`src/sv/eulrot_pkg.sv`:
```
// ---------------------------------------------------------------------------
// Euler rotation matrix builder package
// Types, sine table and fixed-point helpers for the matrix pipeline.
// ---------------------------------------------------------------------------
package eulrot_pkg;

   typedef logic signed [7:0] angle_type;
   typedef logic signed [7:0] trig_type;
   typedef logic signed [8:0] sum_type;
   typedef logic signed [15:0] prod_type;

   localparam int AngleWidth = 8;
   localparam int EntryCount = 9;
   localparam int ReqDataWidth = 3 * AngleWidth;
   localparam int RspDataWidth = EntryCount * AngleWidth;

   // Sine of k * pi / 64 in 6-bit fraction, for k = 0 to 32.
   localparam logic [6:0] QuarterSine [33] = '{
      7'd0,  7'd3,  7'd6,  7'd9,  7'd12, 7'd16, 7'd19, 7'd22,
      7'd24, 7'd27, 7'd30, 7'd33, 7'd36, 7'd38, 7'd41, 7'd43,
      7'd45, 7'd47, 7'd49, 7'd51, 7'd53, 7'd55, 7'd56, 7'd58,
      7'd59, 7'd60, 7'd61, 7'd62, 7'd63, 7'd63, 7'd64, 7'd64,
      7'd64
   };

   function automatic trig_type sine_lookup(input logic [6:0] phase);
      logic [6:0] idx;
      logic       neg;
      begin
         if (phase <= 7'd32) begin
            idx = phase;
            neg = 1'b0;
         end else if (phase <= 7'd64) begin
            idx = 7'd64 - phase;
            neg = 1'b0;
         end else if (phase <= 7'd96) begin
            idx = phase - 7'd64;
            neg = 1'b1;
         end else begin
            idx = 7'd0 - phase;
            neg = 1'b1;
         end
         sine_lookup = neg ? -$signed({1'b0, QuarterSine[idx[5:0]]})
                           : $signed({1'b0, QuarterSine[idx[5:0]]});
      end
   endfunction

   function automatic trig_type cosine_lookup(input logic [6:0] phase);
      logic [6:0] shifted;
      begin
         shifted = phase + 7'd32;
         cosine_lookup = sine_lookup(shifted);
      end
   endfunction

   // Product of two 6-bit-fraction values, floored back to 6 fraction bits.
   function automatic trig_type fx_mul(input trig_type a, input trig_type b);
      prod_type p;
      begin
         p = prod_type'(a) * prod_type'(b);
         fx_mul = p[13:6];
      end
   endfunction

   function automatic trig_type add_sat(input trig_type a, input trig_type b,
                                        input logic neg_a);
      sum_type s;
      begin
         s = neg_a ? (sum_type'(b) - sum_type'(a)) : (sum_type'(a) + sum_type'(b));
         if (s > sum_type'(127)) begin
            add_sat = 8'sd127;
         end else if (s < sum_type'(-128)) begin
            add_sat = -8'sd128;
         end else begin
            add_sat = s[7:0];
         end
      end
   endfunction

endpackage

```
`src/sv/euler_rotation_matrix_builder.sv`:
```
// ---------------------------------------------------------------------------
// Euler rotation matrix builder
// An accepted item reaches rsp_tdata through the registered stages listed below.
// Throughput is one item per cycle; only a stalled rsp_tready holds it back.
// Stages: sine table, first products, nested products, sums with saturation.
// Synchronous reset empties the pipeline; payload registers are not cleared.
// ---------------------------------------------------------------------------
module euler_rotation_matrix_builder (
   input  logic        clock,
   input  logic        reset,
   input  logic        req_tvalid,
   output logic        req_tready,
   // x_angle [7:0], y_angle [15:8], z_angle [23:16]
   input  logic [23:0] req_tdata,
   output logic        rsp_tvalid,
   input  logic        rsp_tready,
   // r00 [7:0], r01 [15:8], r02 [23:16], r10 [31:24], r11 [39:32],
   // r12 [47:40], r20 [55:48], r21 [63:56], r22 [71:64]
   output logic [71:0] rsp_tdata
);

   logic v1_ff, v2_ff, v3_ff, v4_ff;
   logic ld1, ld2, ld3, ld4;

   eulrot_pkg::trig_type sx_ff, cx_ff, sy_ff, cy_ff, sz_ff, cz_ff;
   eulrot_pkg::trig_type sx_in, cx_in, sy_in, cy_in, sz_in, cz_in;

   eulrot_pkg::trig_type sxsy_ff, sycz_ff, sysz_ff, cycz_ff, cysz_ff, sxcy_ff;
   eulrot_pkg::trig_type cxcy_ff, cxsz_ff, cxcz_ff, sxsz_ff, sxcz_ff;
   eulrot_pkg::trig_type cx2_ff, cz2_ff, sz2_ff, sy2_ff;

   eulrot_pkg::trig_type ta_ff, tb_ff, tc_ff, td_ff;
   eulrot_pkg::trig_type cycz3_ff, cysz3_ff, sy3_ff, cxsz3_ff, cxcz3_ff;
   eulrot_pkg::trig_type sxcy3_ff, sxsz3_ff, sxcz3_ff, cxcy3_ff;

   logic [eulrot_pkg::RspDataWidth-1:0] out_ff, out_in;

   assign ld4 = !v4_ff || rsp_tready;
   assign ld3 = !v3_ff || ld4;
   assign ld2 = !v2_ff || ld3;
   assign ld1 = !v1_ff || ld2;
   assign req_tready = ld1;
   assign rsp_tvalid = v4_ff;
   assign rsp_tdata = out_ff;

   always_comb begin
      sx_in = eulrot_pkg::sine_lookup(req_tdata[6:0]);
      cx_in = eulrot_pkg::cosine_lookup(req_tdata[6:0]);
      sy_in = eulrot_pkg::sine_lookup(req_tdata[14:8]);
      cy_in = eulrot_pkg::cosine_lookup(req_tdata[14:8]);
      sz_in = eulrot_pkg::sine_lookup(req_tdata[22:16]);
      cz_in = eulrot_pkg::cosine_lookup(req_tdata[22:16]);
   end

   always_comb begin
      out_in[7:0]   = eulrot_pkg::add_sat(cycz3_ff, 8'sd0, 1'b0);
      out_in[15:8]  = eulrot_pkg::add_sat(cysz3_ff, 8'sd0, 1'b1);
      out_in[23:16] = sy3_ff;
      out_in[31:24] = eulrot_pkg::add_sat(ta_ff, cxsz3_ff, 1'b0);
      out_in[39:32] = eulrot_pkg::add_sat(tb_ff, cxcz3_ff, 1'b1);
      out_in[47:40] = eulrot_pkg::add_sat(sxcy3_ff, 8'sd0, 1'b1);
      out_in[55:48] = eulrot_pkg::add_sat(tc_ff, sxsz3_ff, 1'b1);
      out_in[63:56] = eulrot_pkg::add_sat(td_ff, sxcz3_ff, 1'b0);
      out_in[71:64] = eulrot_pkg::add_sat(cxcy3_ff, 8'sd0, 1'b0);
   end

   always_ff @(posedge clock) begin
      if (reset) begin
         v1_ff <= 1'b0;
         v2_ff <= 1'b0;
         v3_ff <= 1'b0;
         v4_ff <= 1'b0;
      end else begin
         if (ld1) begin
            v1_ff <= req_tvalid;
         end
         if (ld2) begin
            v2_ff <= v1_ff;
         end
         if (ld3) begin
            v3_ff <= v2_ff;
         end
         if (ld4) begin
            v4_ff <= v3_ff;
         end
      end
   end

   always_ff @(posedge clock) begin
      if (ld1) begin
         sx_ff <= sx_in;
         cx_ff <= cx_in;
         sy_ff <= sy_in;
         cy_ff <= cy_in;
         sz_ff <= sz_in;
         cz_ff <= cz_in;
      end
      if (ld2) begin
         sxsy_ff <= eulrot_pkg::fx_mul(sx_ff, sy_ff);
         sycz_ff <= eulrot_pkg::fx_mul(sy_ff, cz_ff);
         sysz_ff <= eulrot_pkg::fx_mul(sy_ff, sz_ff);
         cycz_ff <= eulrot_pkg::fx_mul(cy_ff, cz_ff);
         cysz_ff <= eulrot_pkg::fx_mul(cy_ff, sz_ff);
         sxcy_ff <= eulrot_pkg::fx_mul(sx_ff, cy_ff);
         cxcy_ff <= eulrot_pkg::fx_mul(cx_ff, cy_ff);
         cxsz_ff <= eulrot_pkg::fx_mul(cx_ff, sz_ff);
         cxcz_ff <= eulrot_pkg::fx_mul(cx_ff, cz_ff);
         sxsz_ff <= eulrot_pkg::fx_mul(sx_ff, sz_ff);
         sxcz_ff <= eulrot_pkg::fx_mul(sx_ff, cz_ff);
         cx2_ff  <= cx_ff;
         cz2_ff  <= cz_ff;
         sz2_ff  <= sz_ff;
         sy2_ff  <= sy_ff;
      end
      if (ld3) begin
         ta_ff    <= eulrot_pkg::fx_mul(sxsy_ff, cz2_ff);
         tb_ff    <= eulrot_pkg::fx_mul(sxsy_ff, sz2_ff);
         tc_ff    <= eulrot_pkg::fx_mul(cx2_ff, sycz_ff);
         td_ff    <= eulrot_pkg::fx_mul(cx2_ff, sysz_ff);
         cycz3_ff <= cycz_ff;
         cysz3_ff <= cysz_ff;
         sy3_ff   <= sy2_ff;
         cxsz3_ff <= cxsz_ff;
         cxcz3_ff <= cxcz_ff;
         sxcy3_ff <= sxcy_ff;
         sxsz3_ff <= sxsz_ff;
         sxcz3_ff <= sxcz_ff;
         cxcy3_ff <= cxcy_ff;
      end
      if (ld4) begin
         out_ff <= out_in;
      end
   end

   // The pipeline refuses an item only when every stage is full and the output stalls.
   assert property (@(posedge clock) disable iff (reset)
      !req_tready |-> (v1_ff && v2_ff && v3_ff && rsp_tvalid && !rsp_tready))
      else $error("input stalled while the pipeline has room");

   // A full, stalled pipeline keeps every item it holds.
   assert property (@(posedge clock) disable iff (reset)
      (v1_ff && v2_ff && v3_ff && v4_ff && !rsp_tready) |=>
      (v1_ff && v2_ff && v3_ff && v4_ff))
      else $error("item lost from a stalled pipeline");

   // A product of two unit-bounded values stays within one.
   assert property (@(posedge clock) disable iff (reset)
      rsp_tvalid |-> ($signed(rsp_tdata[71:64]) >= -8'sd64 &&
                      $signed(rsp_tdata[71:64]) <= 8'sd64))
      else $error("r22 out of the unit range");

endmodule
```
`config.mk`:
```
export PLATFORM = sky130hd
export DESIGN_NAME = euler_rotation_matrix_builder
export DESIGN_NICKNAME = d
export VERILOG_FILES = /design/src/sv/eulrot_pkg.sv /design/src/sv/euler_rotation_matrix_builder.sv
export SDC_FILE = /design/constraint.sdc
export NUM_CORES = 2
export LEC_CHECK = 0
export BUFFER_PORTS_ARGS = -buffer_cell sky130_fd_sc_hd__buf_2
export CAP_MARGIN = 10
export CELL_PAD_IN_SITES_DETAIL_PLACEMENT = 2
export CELL_PAD_IN_SITES_GLOBAL_PLACEMENT = 2
export CORE_MARGIN = 2
export CORE_UTILIZATION = 39
export DETAILED_ROUTE_END_ITERATION = 12
export HOLD_SLACK_MARGIN = 0.15
export PLACE_DENSITY = 0.84
export SLEW_MARGIN = 10
export SYNTH_ARGS = -nofsm -noshare
export SYNTH_HDL_FRONTEND = slang
export SYNTH_SLANG_ARGS = --single-unit
```
`constraint.sdc`:
```
create_clock -name clock -period 4.91 [get_ports clock]
set_clock_uncertainty 0.1 [all_clocks]
set_input_delay 0.2455 -clock clock [delete_from_list [all_inputs] [get_ports clock]]
set_output_delay 0.2455 -clock clock [all_outputs]
set_load 0.01 [all_outputs]
```
==> metrics.log <==
INFO  metric die_h = 356 µm
INFO  metric area_of_the_multi_input_gates = 35300 µm²
INFO  metric drive_gt1_share = 23.1%
INFO  metric fill_count = 12638
INFO  metric grt_overflow_total = 0
INFO  metric track_usage = 39.2%
INFO  metric postLayoutCellArea = 59500 µm²
INFO  metric drc_errors = 0
INFO  metric routabilityCongestion = 0.850
INFO  metric cpMaxStageDelayCell = sky130_fd_sc_hd__fa_1
INFO  metric synth_edf_count = 344
INFO  metric setup-violations-final = 89
INFO  metric rows = 129
INFO  metric syn_inst = 4996
INFO  metric largest_reg_flops = 72
INFO  metric seq_area = 10400 µm²
INFO  metric cts_root_buffer = sky130_fd_sc_hd__clkbuf_16
INFO  metric place.detailed.hpwl = 134 mm
INFO  metric firstDrtPassIters = 6
INFO  metric tritoncts = built
INFO  metric clkSlewWorstSetupHoldPaths = 0.07 ns
INFO  metric clock_tree.buffer_depth = 3
INFO  metric mappedNetlistArea = 48200 µm²
INFO  metric worstPathCellList = buf_6, bufbuf_16, and2_1, ha_1, inv_1, fa_1, inv_1, ha_1, fa_1, ha_1, nand2_1, nor2_1, o21a_1, o21a_1, o21a_1, o21a_1, o21a_1, nor3_2, o21bai_1, xnor2_1
INFO  metric core = 123000 µm²
INFO  metric syn_nets = 6183
INFO  metric critPathRequiredTime = 5.23 ns
INFO  metric cts_htree_levels = 2
INFO  metric wire_length_of_the_first_global_routing_pass = 359 mm
INFO  metric start_kind = register
INFO  metric route.final.wire_length = 304 mm
INFO  metric rsz_0062_raised_after_global_routing = true
INFO  metric numCtsBuffers = 51
INFO  metric clk_latency = 0.71 ns
INFO  metric starting_density = 39.2%
INFO  metric hold_path.class = input port to register
INFO  metric timing.fmax = 0.164 GHz
INFO  metric critPathArrivalTime = 6.43 ns
INFO  metric dieArea = 127000 µm²
INFO  metric period_share = 125%
INFO  metric finalHoldWorstSlack = 0.246 ns
INFO  metric status = complete, but fails checks
INFO  metric maximum_number_of_pins_on_one_net_before_global_route_repair = 67
INFO  metric placement.io_buffers = 98
INFO  metric final_net_count = 6647
INFO  metric synth-main-ff-cell = sky130_fd_sc_hd__edfxtp_1
INFO  metric synth_area_leaders = sky130_fd_sc_hd__fa_1 (29%), sky130_fd_sc_hd__edfxtp_1 (21%), sky130_fd_sc_hd__ha_1 (12%), sky130_fd_sc_hd__inv_1 (8.8%), sky130_fd_sc_hd__and2_1 (7.2%)
INFO  metric placedInstanceArea = 52100 µm²
INFO  metric dieWidth = 356 µm
INFO  metric crit_path_frequent_cell = sky130_fd_sc_hd__o21a_1
INFO  metric yosysTopAreaCellShare = 28.8%
INFO  metric clkSinkCount = 348
INFO  metric post_synthesis_async_set_or_reset_flop_share = 0%
INFO  metric synth.distinct_cells = 93
INFO  metric pre_cts_slack = -0.282 ns
INFO  metric grt_antenna_before_repair = 27
INFO  metric final_cells = 7155
INFO  metric period_minus_slack = 6.11 ns
INFO  metric relSlewSlack = 5.12%
INFO  metric synth.ff_latch_count = 348
INFO  metric detail-route-antenna-nets = 0
INFO  metric failed_checks = setup timing
INFO  metric setup_slack = -1.20 ns
INFO  metric most_area_hungry_cell_type_in_the_yosys_netlist = sky130_fd_sc_hd__fa_1
INFO  metric slew_violations = 0
INFO  metric setup.worst_path.end_class = register
INFO  metric max_cap_viol_count = 0
INFO  metric area.growth.synth_to_final = 23.3%
INFO  metric critical_path_class = register to register
INFO  metric timing.final.hold_violations = 0
INFO  metric pin_count = 102
INFO  metric synth_sequential_area_ratio = 21.6%
INFO  metric drt-initial-drc-count = 5907
INFO  metric max_stage_delay = 0.78 ns
INFO  metric detail_route.vias_per_cell = 6.43
INFO  metric worst_pin_slew = 1.41 ns
INFO  metric placed_cells = 6737
INFO  metric crit_fanout = 12
INFO  metric synth.yosys.warnings = 0
INFO  metric grt_pass1_vias = 49578
INFO  metric syn_avg_cell_area = 9.66 µm²
INFO  metric wl_per_cell = 42.5 µm
INFO  metric via_count = 46027
[cells in the final DEF (no fill, tap or decap), drive strengths merged, types with 8 or more instances in the layout]
cell type  synthesis  layout
inv             1132    1133
fa               694     694
buf               11     578
and2             557     557
ha               465     465
edfxtp           344     344
nand2            310     310
nor2             225     225
xnor2            193     193
nor3             150     150
o21a              95      95
o21ai             86      86
nor2b             81      81
a21oi             76      76
clkbuf           171      64
nand2b            44      44
xor2              44      44
and3              31      31
nand3             30      30
o21bai            24      24
diode              0      18
or3               18      18
a31oi             17      17
nor3b             17      17
clkinvlp           0      16
a211oi            14      14
clkinv             1      14
o211ai            13      13
nor4              13      13
mux2i             12      12
a21o              11      11
or2               10      10
mux2               8       8
o31ai              8       8
[layout make-up]
class	count	area share, %
Multi-Input combinational cell	3333	59.4
Sequential cell	348	17.5
Timing Repair Buffer	593	9.57
Inverter	1133	7.19
Tap cell	1637	3.44
Clock buffer	58	2.26
Clock inverter	35	0.608
Antenna cell	18	0.0757
[per-layer routing]
layer	share of wire, %	routed length [µm]	vias to the layer above	track usage, %
li1	-	-	16426	-
met1	32	97700	23054	40.6
met2	44	134000	4371	65.9
met3	11	34900	2152	10.5
met4	12	37200	24	33.8
met5	0.12	378	-	0
[critical path, delay by kind of cell (launching register included)]
kind / cells / cell delay (ns)
AO/OA/AOI/OAI: 6 / 1.28
XOR/XNOR: 1 / 0.18
adder cells (fa/ha/maj): 5 / 2.39
buffers and inverters: 4 / 0.80
flip-flops: 1 / 0.42
AND/OR/NAND/NOR: 4 / 0.62
[final timing paths]
| check | start | endpoint | slack [ns] | cells past startpoint |
|---|---|---|---|---|
| hold reg to reg | cxcy3_ff[0] | rsp_tdata[64] | 0.32 | 0 |
| setup / recovery | sx_ff[3] | sxsz_ff[7] | -1.20 | 20 |
| setup reg to reg | sx_ff[3] | sxsz_ff[7] | -1.20 | 20 |
| hold / removal | reset | v3_ff | 0.25 | 3 |
[what timing repair did]
| action | CTS | global route |
|---|---|---|
| buffers inserted | 181 | 132 |
| pin swaps | 164 | 277 |
| setup endpoints to repair | 47 | 74 |
| hold endpoints to repair | 7 | 0 |
| hold buffers | 4 | 0 |
| cloned | 14 | 6 |
| gates resized for setup | 308 | 455 |
[stage by stage]
stage                     TNS [ns]  utilization (%)
after floorplan                  0                -
after global placement           0             42.3
after detailed placement     -4.99             42.3
after CTS                    -1.97             46.2
after global routing        -36.33             48.3
final                       -40.09             48.3
[synthesized netlist by cell type, types with 4 or more instances]
| cell | number |
|---|---|
| sky130_fd_sc_hd__inv_1 | 1130 |
| sky130_fd_sc_hd__o221ai_1 | 7 |
| sky130_fd_sc_hd__and3_1 | 31 |
| sky130_fd_sc_hd__nand2b_1 | 44 |
| sky130_fd_sc_hd__nand3_1 | 28 |
| sky130_fd_sc_hd__a31oi_1 | 15 |
| sky130_fd_sc_hd__or3_1 | 17 |
| sky130_fd_sc_hd__xnor2_1 | 189 |
| sky130_fd_sc_hd__nand3b_1 | 6 |
| sky130_fd_sc_hd__fa_1 | 694 |
| sky130_fd_sc_hd__buf_2 | 5 |
| sky130_fd_sc_hd__dfxtp_1 | 4 |
| sky130_fd_sc_hd__clkbuf_1 | 171 |
| sky130_fd_sc_hd__a211oi_1 | 13 |
| sky130_fd_sc_hd__nor4_1 | 12 |
| sky130_fd_sc_hd__o31ai_1 | 6 |
| sky130_fd_sc_hd__nor3b_1 | 17 |
| sky130_fd_sc_hd__mux2i_1 | 12 |
| sky130_fd_sc_hd__a21o_1 | 11 |
| sky130_fd_sc_hd__nor3_1 | 148 |
| sky130_fd_sc_hd__nor2b_1 | 81 |
| sky130_fd_sc_hd__or2_2 | 8 |
| sky130_fd_sc_hd__o21a_1 | 95 |
| sky130_fd_sc_hd__nor2_1 | 223 |
| sky130_fd_sc_hd__mux2_2 | 6 |
| sky130_fd_sc_hd__a211o_1 | 5 |
| sky130_fd_sc_hd__o211ai_1 | 12 |
| sky130_fd_sc_hd__a21oi_1 | 75 |
| sky130_fd_sc_hd__ha_1 | 465 |
| sky130_fd_sc_hd__nand4b_1 | 4 |
| sky130_fd_sc_hd__edfxtp_1 | 344 |
| sky130_fd_sc_hd__xor2_1 | 44 |
| sky130_fd_sc_hd__a22oi_1 | 4 |
| sky130_fd_sc_hd__nand2_1 | 310 |
| sky130_fd_sc_hd__o21bai_1 | 24 |
| sky130_fd_sc_hd__and2_1 | 555 |
| sky130_fd_sc_hd__a311oi_1 | 6 |
| sky130_fd_sc_hd__o21ai_0 | 83 |
[logic make-up (layout without fill, tap and decap cells)]
kind of cell,count (synthesis),in the layout,synth area share [%]
XOR/XNOR,237,237,4.39
other,0,18,0
buffers and inverters,1315,1819,10.3
adder cells (fa/ha/maj),1159,1159,40.9
flip-flops,348,348,21.6
multiplexers,20,20,0.451
AND/OR/NAND/NOR,1512,1512,16.7
AO/OA/AOI/OAI,405,405,5.73
Power is not shown: default switching activity piles up to over one toggle a cycle in this logic, so the estimate is an artifact.
